<file path="src/hdl/pcir_pkg.sv">
// Shared widths, constants and helper functions of the contact impulse resolver.
package pcir_pkg;

   localparam int CW   = 21;            // bits per vector component
   localparam int FRAC = 10;            // fraction bits of a component
   localparam int VW   = 63;            // packed vector field width
   localparam int IMW  = 24;            // inverse mass width
   localparam int TSW  = 17;            // time step width
   localparam int RSW  = 17;            // restitution width
   localparam int PW   = 21;            // penetration width

   localparam logic signed [TSW-1:0] TS_RESET = 17'sd1092;

   // Share factor divider: one quotient bit per pipeline step.
   localparam int SHW        = 17;
   localparam int TW         = IMW + 1;
   localparam int DIV_STEPS  = SHW;
   localparam int PRE_STAGES = 5;
   localparam int DLY        = DIV_STEPS - PRE_STAGES;

   // Datapath widths, derived from the component width and the other field widths.
   localparam int DFW  = CW + 1;                  // component difference
   localparam int PDW  = DFW + CW;                // difference times normal
   localparam int SEPW = PDW + 2;                 // three-term dot product
   localparam int NS0W = SEPW + 1;                // restitution product, shifted
   localparam int ACW  = SEPW + TSW;              // acceleration term times time step
   localparam int RPW  = RSW + 1 + ACW - 16;      // restitution times acceleration term
   localparam int NSW  = RPW - 16 + 1;            // new separating velocity
   localparam int DELW = SEPW + 2;                // velocity change along the normal
   localparam int KW   = DELW + SHW - 26;         // per-particle impulse
   localparam int MW   = PW - 1 + SHW - 16;       // per-particle penetration share
   localparam int PKW  = CW + KW + 1;             // normal times impulse
   localparam int PMW  = CW + MW + 1;             // normal times penetration share

   localparam longint CMAX = (longint'(1) << (CW - 1)) - 1;
   localparam longint CMIN = -CMAX - 1;

   typedef logic signed [CW-1:0] comp_type;
   typedef logic [VW-1:0]        vec_type;

   function automatic comp_type get_comp(input vec_type w, input int unsigned i);
      return comp_type'(w[i*CW +: CW]);
   endfunction

   function automatic comp_type sat_comp(input logic signed [63:0] v);
      comp_type r;
      if (v > CMAX) begin
         r = comp_type'(CMAX);
      end else if (v < CMIN) begin
         r = comp_type'(CMIN);
      end else begin
         r = comp_type'(v[CW-1:0]);
      end
      return r;
   endfunction

   function automatic vec_type pack3(input comp_type c0, input comp_type c1,
                                     input comp_type c2);
      vec_type r;
      r = '0;
      r[0 +: CW]    = c0;
      r[CW +: CW]   = c1;
      r[2*CW +: CW] = c2;
      return r;
   endfunction

endpackage

</file>
<file path="src/hdl/pcir_div.sv">
// Pipelined restoring divider that forms the inverse mass share factors.
module pcir_div
   import pcir_pkg::*;
(
   input  logic           clock,
   input  logic           en,
   input  logic [IMW-1:0] ima,
   input  logic [IMW-1:0] imb,
   input  logic           hb,
   output logic [SHW-1:0] sh_a,
   output logic [SHW-1:0] sh_b
);

   typedef struct packed {
      logic [TW:0]    rem_a;
      logic [TW:0]    rem_b;
      logic [SHW-1:0] q_a;
      logic [SHW-1:0] q_b;
      logic [TW-1:0]  tim;
   } div_stage_type;

   div_stage_type st_ff [DIV_STEPS];
   div_stage_type st_in [DIV_STEPS];
   div_stage_type prev  [DIV_STEPS];

   // The first step compares the undivided inverse mass; later steps shift in zeros.
   function automatic div_stage_type div_step(input div_stage_type p, input logic first);
      div_stage_type r;
      logic [TW:0]   ra;
      logic [TW:0]   rb;
      logic [TW:0]   t;
      ra = first ? p.rem_a : {p.rem_a[TW-1:0], 1'b0};
      rb = first ? p.rem_b : {p.rem_b[TW-1:0], 1'b0};
      t  = {1'b0, p.tim};
      r.tim = p.tim;
      if (ra >= t) begin
         r.rem_a = ra - t;
         r.q_a   = {p.q_a[SHW-2:0], 1'b1};
      end else begin
         r.rem_a = ra;
         r.q_a   = {p.q_a[SHW-2:0], 1'b0};
      end
      if (rb >= t) begin
         r.rem_b = rb - t;
         r.q_b   = {p.q_b[SHW-2:0], 1'b1};
      end else begin
         r.rem_b = rb;
         r.q_b   = {p.q_b[SHW-2:0], 1'b0};
      end
      return r;
   endfunction

   always_comb begin
      prev[0].rem_a = (TW+1)'(ima);
      prev[0].rem_b = hb ? (TW+1)'(imb) : '0;
      prev[0].q_a   = '0;
      prev[0].q_b   = '0;
      prev[0].tim   = TW'(ima) + (hb ? TW'(imb) : '0);
      for (int k = 1; k < DIV_STEPS; k++) begin
         prev[k] = st_ff[k-1];
      end
      for (int k = 0; k < DIV_STEPS; k++) begin
         st_in[k] = div_step(prev[k], k == 0);
      end
   end

   always_ff @(posedge clock) begin
      if (en) begin
         for (int k = 0; k < DIV_STEPS; k++) begin
            st_ff[k] <= st_in[k];
         end
      end
   end

   assign sh_a = st_ff[DIV_STEPS-1].q_a;
   assign sh_b = st_ff[DIV_STEPS-1].q_b;

endmodule

</file>
<file path="config.mk">
export PLATFORM = sky130hd
export DESIGN_NAME = pcir_div
export DESIGN_NICKNAME = d
export VERILOG_FILES = /design/src/hdl/pcir_pkg.sv /design/src/hdl/pcir_div.sv
export SDC_FILE = /design/constraint.sdc
export NUM_CORES = 2
export LEC_CHECK = 0
export ABC_AREA = 1
export BUFFER_PORTS_ARGS = -buffer_cell sky130_fd_sc_hd__buf_2
export CORE_MARGIN = 8
export CORE_UTILIZATION = 59
export DETAILED_ROUTE_END_ITERATION = 8
export PLACE_DENSITY = 0.78
export SLEW_MARGIN = 0
export SYNTH_ARGS = -nofsm -noshare
export SYNTH_HDL_FRONTEND = slang
export SYNTH_SLANG_ARGS = --single-unit
</file>
<file path="constraint.sdc">
create_clock -name clock -period 4.4 [get_ports clock]
set_input_delay 0.88 -clock clock [delete_from_list [all_inputs] [get_ports clock]]
set_output_delay 0.88 -clock clock [all_outputs]
set_load 0.02 [all_outputs]
</file>
==> summary by stage <==
Route
After detailed routing, the total wire length is 271000 µm. After detailed routing, the average wire length per cell comes to 21.2 µm. The post-detailed-route via-to-cell ratio is 5.92. The number of nets still failing antenna checks after routing is 0. The count of routing violations after the opening detailed-route iteration is 7982. The routed layout has 75.9k vias.

After detailed routing, the number of remaining DRC violations is 0. The number of optimization iterations in the first detailed-route pass is 6.

Clock network
Clock tree synthesis found a total of 1506 sinks. The root buffer cell is sky130_fd_sc_hd__clkbuf_16. The clock network latency to the later pin of the worst-skew pair is 0.80 ns. The CTS tree is built. Buffers added to address setup during post-CTS repair amount to 0.

The clock passes through at most 3 buffers. The H-tree depth is 4. Buffers inserted during clock tree synthesis total 162. After clock tree synthesis, the clock-pin slew on the worst setup and hold paths is 0.06 ns.

Power
Summed over all cells, the static leakage comes to 0.0454 µW. The worst-case IR drop observed on VDD is 0.629 mV. Dividing total power by cell area gives a power density of 765 mW/mm².

STA
Counting I/O delays and the setup requirement, the final critical path takes 4.23 ns. The largest clock skew in the final design is 0.0279 ns. Across all hold checks on the routed design, the worst slack comes to 0.415 ns. The worst slew margin relative to its limit is 20.0%. The number of hold violations in the final report came to 0. The setup-violating endpoint count in the final report is 0. For the pin with the worst max-slew slack, the measured transition is 1.19 ns. The final cycle utilization of the critical path is 96.1%. For this run, the top clock speed supported by timing is 237 MHz. Adding up every negative setup slack in the final design gives 0 ns. The number of max-slew violations in the final report was 0. Setup repair after global routing left no endpoint under its margin.

Layout
The final cell utilization of the core is 66.9%. The register with the most flip-flops in the layout has 1506 of them. Leaving out fill and tap cells, the most frequent cells in the layout are sky130_fd_sc_hd__nand2_1, sky130_fd_sc_hd__edfxtp_1, sky130_fd_sc_hd__inv_1, sky130_fd_sc_hd__o21ai_0, sky130_fd_sc_hd__a21oi_1. The fraction of final layout cells sized beyond drive strength 1 is 8.52%.

The register ranked first by flip-flop count is st_ff. In the final layout, the registers with the most flip-flops are st_ff: 1506 flops. Counting the fill cells in the layout gives 12.4k. The commonest non-fill, non-tap cell in the layout is sky130_fd_sc_hd__nand2_1. The count of non-filler cells in the finished layout is 12.8k. The post-synthesis to final-layout area growth is 12.6%. For this run, the post-layout net count is 11.5k. The area of all placed cells without fillers is 0.106 mm².

Floorplan
Row generation in the floorplan step produced 146 rows. The number of top-level pins is 85. The full die area is 0.173 mm².

The x dimension of the die is 415 µm. Once the floorplan was initialized, standard cells occupied 59.4% of the core. The die is 415 µm tall. The area of the placeable core is 0.158 mm².

GRT
The number of antenna violations at the first check in global routing is 5. Entering global routing, the biggest net connects 120 pins. The number of global-route vias before repair is 71.9k. The first global-routing pass estimated 413000 µm of wire. The global routing usage summed across all routing layers is 30.2%. Summed over all layers, the global routing overflow is 0.

Placed design
The number of placed cells counting well taps is 12.5k. Routability-driven placement finished with a final weighted congestion of 0.964. Input and output buffers added on the ports amount to 84. The standard cell area after detailed placement is 0.100 mm².

The post-DP HPWL is 216000 µm.

Worst setup path
STA classifies the critical path endpoint as a flop. The endpoint identified for the worst register-to-register timing path is st_ff[0][1663]$_DFFE_PP_. The register-to-register path setup slack is 0.54 ns. The critical path arrival is 4.76 ns. The critical setup path kind is in2reg.

The number of cells on the worst reg-to-reg path is 12. The critical path starts at hb. The maximum fanout along the worst path is 18. The startpoint of the most critical register-to-register path is st_ff[0][1443]$_DFFE_PP_. The worst setup path is launched from a primary input. The required time at the worst-slack endpoint is 4.94 ns.

Logic synthesis
Summing the sequential cell areas from Yosys gives 48.1% of the chip area. The share of the synthesized area in the top cell type is 48.1%. The netlist area before placement is 0.0941 mm². The largest area contributor in the netlist is sky130_fd_sc_hd__edfxtp_1.

The count of cell types in the netlist is 53. The synthesized instance count is 10.0k. After synthesis, the cell types taking the most area are sky130_fd_sc_hd__edfxtp_1, sky130_fd_sc_hd__ha_1, sky130_fd_sc_hd__nand2_1. The number of synthesis warnings is 0.

The net count after synthesis is 11.0k. In this run the mean area of a mapped cell was 9.37 µm². Synthesis inferred 1506 register bits.

Hold path
The path with the worst hold slack has its endpoint at st_ff[0][265]$_DFFE_PP_. The worst hold path begins at st_ff[0][153]$_DFFE_PP_. The worst min-delay path class is reg2reg. The worst hold path passes through 0 cells.

Run
Across the run, the number of max-cap violations was 0.

Status
The run finished with clean final reports.
-- routing by layer --
| metal | wire length (µm) | global-route usage (%) | share of wire, % |
|---|---|---|---|
| met1 | 122000 | 43.6 | 45 |
| met2 | 120000 | 47.0 | 44 |
| met3 | 21400 | 5.34 | 7.9 |
| met4 | 8540 | 8.82 | 3.1 |
| met5 | 25 | 0 | 0.0092 |
-- synthesized netlist by cell type, drive strengths merged --
cell / number
nand2: 2186
edfxtp: 1506
inv: 1076
o21ai: 1030
a21oi: 893
ha: 850
nor2: 601
xnor2: 357
xor2: 352
nand3: 277
nand4: 152
clkbuf: 126
nor3: 77
a31oi: 72
a21o: 61
o221ai: 54
a21boi: 46
nor4: 38
o21bai: 35
fa: 31
o21a: 26
o31ai: 22
or2: 21
a211oi: 19
o211ai: 19
buf: 18
a31o: 15
clkinv: 15
a221oi: 13
nor4b: 12
o2111ai: 12
o211a: 11
and2: 6
nor3b: 5
nand3b: 4
o311a: 2
and3: 1
-- worst max-delay path, stage by stage --
cell                       delay (ns)
sky130_fd_sc_hd__buf_2           0.14
sky130_fd_sc_hd__nand2_1         0.09
sky130_fd_sc_hd__inv_1           0.06
sky130_fd_sc_hd__ha_1            0.21
sky130_fd_sc_hd__ha_1            0.20
sky130_fd_sc_hd__inv_1           0.07
sky130_fd_sc_hd__nand2_1         0.12
sky130_fd_sc_hd__xnor2_1         0.25
sky130_fd_sc_hd__inv_1           0.09
sky130_fd_sc_hd__ha_1            0.30
sky130_fd_sc_hd__nand2_1         0.06
sky130_fd_sc_hd__nand2_1         0.07
sky130_fd_sc_hd__a21oi_1         0.08
sky130_fd_sc_hd__o21ai_0         0.44
sky130_fd_sc_hd__a21boi_1        0.14
sky130_fd_sc_hd__buf_4           0.18
sky130_fd_sc_hd__o21ai_1         0.21
sky130_fd_sc_hd__a21oi_1         0.14
sky130_fd_sc_hd__o21bai_1        0.22
sky130_fd_sc_hd__nand2_1         0.08
sky130_fd_sc_hd__nand2_1         0.12
sky130_fd_sc_hd__nand2_2         0.08
sky130_fd_sc_hd__nand2_2         0.09
sky130_fd_sc_hd__nand2_4         0.08
sky130_fd_sc_hd__buf_4           0.21
sky130_fd_sc_hd__nand3_1         0.09
sky130_fd_sc_hd__nand2_1         0.07
-- through the flow --
step                setup WS, ns  total power (µW)
finish                     0.173             81100
global route             0.00213             86200
CTS                        0.310             80300
detailed placement        -0.525             65600
global placement          -0.332             64700
floorplan                 0.0179             52100
-- cells by family after synthesis --
family | after synthesis | share of synthesized area [%]
compound gates | 2330 | 13.5
buf+inv | 1235 | 4.98
simple gates | 3380 | 14.8
flops | 1506 | 48.1
xor+xnor | 709 | 6.61
fa+ha+maj | 881 | 12.0
-- how the worst max path moves through the flow --
stage | to | slack (ns) | cells past startpoint
2_1_floorplan | st_ff[0][91]$_DFFE_PP_ | 0.02 | 26
3_3_place_gp | st_ff[0][106]$_DFFE_PP_ | -0.33 | 27
3_5_place_dp | st_ff[0][100]$_DFFE_PP_ | -0.52 | 26
4_1_cts | st_ff[0][100]$_DFFE_PP_ | 0.31 | 26
5_1_grt | st_ff[0][100]$_DFFE_PP_ | 0.002 | 27
6_report | st_ff[0][89]$_DFFE_PP_ | 0.17 | 27
-- report_power, final --
| group | switching [µW] | internal, µW | total [µW] |
|---|---|---|---|
| Sequential | 3390 | 22800 | 26200 |
| Combinational | 25600 | 14900 | 40600 |
| Clock | 6040 | 8270 | 14300 |
| Total | 35100 | 46000 | 81100 |
-- cell type report --
type                    count  area [µm²]  area share (%)
diodes                      1        2.50         0.00236
clock buffers             176        4130            3.90
clock inverters           124        1490            1.40
inverters                1091        4100            3.87
multi-input cells        7300       44200            41.7
flip-flops and latches   1506       45200            42.7
well taps                2072        2590            2.45
repair buffers            548        4180            3.95
-- repair_timing --
| item | CTS | global route |
|---|---|---|
| hold buffers | 0 | 0 |
| resized for setup | 0 | 3 |
| endpoints found under the setup margin | 0 | 25 |
| endpoints found under the hold margin | 0 | 0 |
Note: power is estimated with default switching activity, not from simulation.
